$ cat src/rtl/mta_ram.sv
// ----------------------------------------------------------------------------
// mta_ram: generic single-port RAM
// One access per cycle under enable; read data registered.
// ----------------------------------------------------------------------------
module mta_ram #(
  parameter int WIDTH = 8,
  parameter int DEPTH = 256
) (
  input  logic                     clk,
  input  logic                     en,
  input  logic                     we,
  input  logic [$clog2(DEPTH)-1:0] addr,
  input  logic [WIDTH-1:0]         wdata,
  output logic [WIDTH-1:0]         rdata
);

  logic [WIDTH-1:0] mem_r [DEPTH];
  logic [WIDTH-1:0] rdata_r;

  // Write or registered read
  always_ff @(posedge clk) begin
    if (en) begin
      if (we) begin
        mem_r[addr] <= wdata;
      end
      rdata_r <= mem_r[addr];
    end
  end

  assign rdata = rdata_r;

endmodule

$ cat config.mk
export PLATFORM = sky130hd
export DESIGN_NAME = mta_ram
export DESIGN_NICKNAME = d
export VERILOG_FILES = /design/src/rtl/mta_ram.sv
export SDC_FILE = /design/constraint.sdc
export NUM_CORES = 2
export LEC_CHECK = 0
export BUFFER_PORTS_ARGS = -buffer_cell sky130_fd_sc_hd__buf_2
export CORE_MARGIN = 2
export CORE_UTILIZATION = 50
export DETAILED_ROUTE_END_ITERATION = 6
export GPL_TIMING_DRIVEN = 0
export PLACE_DENSITY = 0.67
export SKIP_CTS_REPAIR_TIMING = 1
export SLEW_MARGIN = 10
export SYNTH_ARGS = -nofsm -noshare
export SYNTH_HDL_FRONTEND = slang
export SYNTH_SLANG_ARGS = --single-unit
$ cat constraint.sdc
create_clock -name clk -period 3.35 [get_ports clk]
set_input_delay 0.5025 -clock clk [delete_from_list [all_inputs] [get_ports clk]]
set_output_delay 0.5025 -clock clk [all_outputs]
set_load 0.01 [all_outputs]
* Word-level counts from Yosys, hierarchy flattened *
Memories as Yosys holds them, arrays and structs flattened. A register that Yosys moved wholly into a read port is not among the register bits.
Cells that the tools add are included.

storage, ports and cells
  input bits = 19
  word-level logic and storage cells = 4
  bits in writable memories = 2048
  memories kept = 1
  register bits = 0
  output and inout port bits = 8

operators by class
  muxes and demuxes = 3

memories
  name   depth  width  read ports  clocked after memory_dff  write ports  line  RTL
  mem_r  256    8      1           1                         1            17    logic [WIDTH-1:0] mem_r [DEPTH];

operator list
  operator  number
  $mux 1    3

* Depth between registers and ports, before layout *
  depth in word-level cells = 3
  depth in mapped cells = 9
  gate-level depth less buffers = 5

* Least setup slack after synthesis *
No wires, ideal clock.

  path kind = input-to-reg
  from = input port addr[0]
  to = memory mem_r[105][0], enable pin
  slack = 588 ps
  setup time = 370 ps
  arrival time = 2392 ps
  required time = 2980 ps
  path buffers = 5
  stages = 8
  cell sequence = clkbuf_1 > buf_4 > buf_4 > buf_2 > nor3b_1 > nand2_1 > clkbuf_1 > nor2_1

RTL lines
  element      line  RTL
  from (decl)  12    input logic [$clog2(DEPTH)-1:0] addr,
  to (decl)    17

Straight into the memory's write port.

* Worst setup path after layout *
  from = input port addr[1]
  to = memory mem_r[210][1], enable pin

Straight into the memory's write port.

==> impl_metrics.toml <==
[final_layout]
final_layout_size_suffix_gt1_share_pct = 27.90
fillers = 11160
final_cell_area_mm2 = 0.08858
nNetsFinal = 3792
syn2layout_area_growth_pct = 13.04
final_util_pct = 56.84

[clock_tree]
clock_path_buffers = 3
clkTransAtPathRegs_ns = 0.06
cts_max_level = 4
cts_buffers = 200
worstSkewPairLatency_ns = 0.84
cts_tree = "done"
cts.sinks = 2056
cts_root_buf = "clkbuf_16"

[die]
row_count = 145
dieArea_mm2 = 0.1599
core_area_mm2 = 0.1558
dieHeight_um = 399.9
fp.dieW_um = 399.9
io_pins = 27
initial_core_util_pct = 50.28

[timing]
rsz0062_at_grt = "true"
slew_violations = 0
slew_headroom_pct = 27.59
worst_slack_ns = -0.1761
min_period_ns = 3.526
skew_ns = 0.03205
finalHoldViolCount = 0
finalSetupTns_ns = -8.739
whs_ns = 0.1689
post-route-period-util_pct = 105.3
tightest_slew_ns = 1.086
finalSetupViolCount = 169
max_freq_ghz = 0.2836

[detailed_routing]
dr_wl_met3_um = 24940
wl_met1_um = 78130
wl_per_cell_um = 34.38
antenna_left = 0
drc_errors = 4
via_per_inst = 6.437
highest_layer = "met5"
via_count = 38590
wl_met2_um = 94900
wirelength_um = 206100
drtIter0Drc = 6018
drtPass1Iterations = 7

[worst_setup_path]
cp-end-kind = "flop"
rr_endpoint = "rdata[7]"
path_max_fanout = 10
reg2reg_setup_slack_ns = 0.37
rr_worst_depth = 5
startpoint_type = "primary input"
worstSetupPathType = "primary input to flop"
crit_path_start = "addr[1]"
arrival_ns = 3.98
r2r_start = "mem_r[172][7]"
crit_required_ns = 3.81

[synth]
synth_fp_nets = 3544
ys_ff_latch = 2056
yosys_warnings = 0
yosysSeqAreaShare_pct = 78.79
synthTopCellsByArea = "edfxtp_1 79%, mux4_2 15%, a22oi_1 2.5%"
yosysMostFrequentCell = "edfxtp_1"
yosysTopAreaCell = "edfxtp_1"
yosys.area.top_type_share_pct = 78.79
synth_flop_cell = "edfxtp_1"
synth_area_mm2 = 0.07836
avgSynthCellArea_um2 = 22.23
synth_cell_types = 21
syn_inst = 3525
synthArstFlopShare_pct = 0
synth_edf_count = 2056
synthTopCellsByCount = "2056 x edfxtp_1, 512 x mux4_2, 259 x nor2_1"

[place]
io_buffers = 24
place.gp.congestion = 0.9731
place_hpwl_um = 131400
place_area_mm2 = 0.08177

[global_route]
grt_pass1_wl_um = 287700
overflow = 0
grt_pass1_vias = 38200
grt_usage_pct = 26.04
antenna_found_initial = 8
grt_start_max_net_pins = 147

[power_and_ir_drop]
p_leak_uw = 0.02668
power_density_mw_per_mm2 = 590.6
p_total_uw = 52320
peakVddDrop_mv = 0.5738

[run_status]
violations = "DRC, setup timing"
status = "finished with violations"

[worst_hold_path]
min_delay_worst_endpoint = "rdata[4]"
worst_hold_path_type = "primary input to flop"
hold_depth = 1
min-delay-start = "en"

[run]
maxCapViolCount = 0
## worst max-delay path, stage by stage
cell      delay, ns
buf_2          0.39
buf_2          0.44
buf_2          0.37
nor3b_2        0.46
nand2_2        0.49
clkbuf_2       0.53
buf_16         0.31
nor2_2         0.42
## cell families (layout without fill, tap and decap cells)
logic type	count (synthesis)	after routing	synth area share, %
flops	2056	2056	78.79
simple gates	316	316	1.598
mux	512	512	14.71
buf+inv	225	632	1.274
other cells	0	4	0
compound gates	416	416	3.628
## registers in the layout (all words and copies together), names as in the netlist
signal and flops:
mem_r 2048, rdata 8
## placed cells by master (no fill, tap or decap), drive strengths merged
master | synthesis | final
edfxtp | 2056 | 2056
clkinvlp | 0 | 9
a22oi | 256 | 256
nor2 | 259 | 259
nor3b | 2 | 2
nand4 | 8 | 8
inv | 0 | 12
nand2b | 2 | 2
nand2 | 30 | 30
a21oi | 128 | 128
o41ai | 32 | 32
clkbuf | 143 | 395
or2 | 1 | 1
and4 | 1 | 1
buf | 82 | 126
nor2b | 6 | 6
mux4 | 512 | 512
nor3 | 1 | 1
bufinv | 0 | 10
diode | 0 | 4
nand3 | 4 | 4
and2 | 2 | 2
clkinv | 0 | 80
## power breakdown
group / total (µW) / switching, µW / internal [µW]
registers: 28400 / 9.03 / 28300
logic: 2530 / 1700 / 822
clock network: 21400 / 9620 / 11800
## worst max path at each step
stage                          to  slack (ns)  cells past startpoint
floorplan           mem_r[105][0]        0.59                      8
global placement     mem_r[85][2]       -2.85                      8
detailed placement  mem_r[209][0]       -1.97                      8
CTS                 mem_r[209][2]       -1.07                      8
global route        mem_r[210][7]       -0.10                      8
finish              mem_r[210][1]       -0.18                      8
## final cells by class
cell class | count | area (µm²) | area share, %
Tap cell | 2058 | 2575 | 2.907
Multi-Input combinational cell | 1244 | 16240 | 18.33
Clock inverter | 111 | 922.1 | 1.041
Timing Repair Buffer | 46 | 805.8 | 0.9096
Buffer | 225 | 1076 | 1.215
Antenna cell | 4 | 10.01 | 0.01130
Clock buffer | 250 | 5214 | 5.886
Sequential cell | 2056 | 61740 | 69.70
## stage by stage
| step | instances | setup WS [ns] |
|---|---|---|
| detailed placement | 5629 | -1.968 |
| finish | 5994 | -0.1761 |
| global placement | 5607 | -2.851 |
| CTS | 5990 | -1.067 |
| floorplan | 3525 | 0.5878 |
| global route | 5990 | -0.1018 |
## routing by layer
| layer | vias to the layer above | global-route usage [%] |
|---|---|---|
| met5 | - | 0 |
| met2 | 2265 | 38.73 |
| li1 | 15510 | - |
| met4 | 2 | 10.49 |
| met1 | 20460 | 36.69 |
| met3 | 353 | 7.468 |
(Power assumes the default switching activity.)
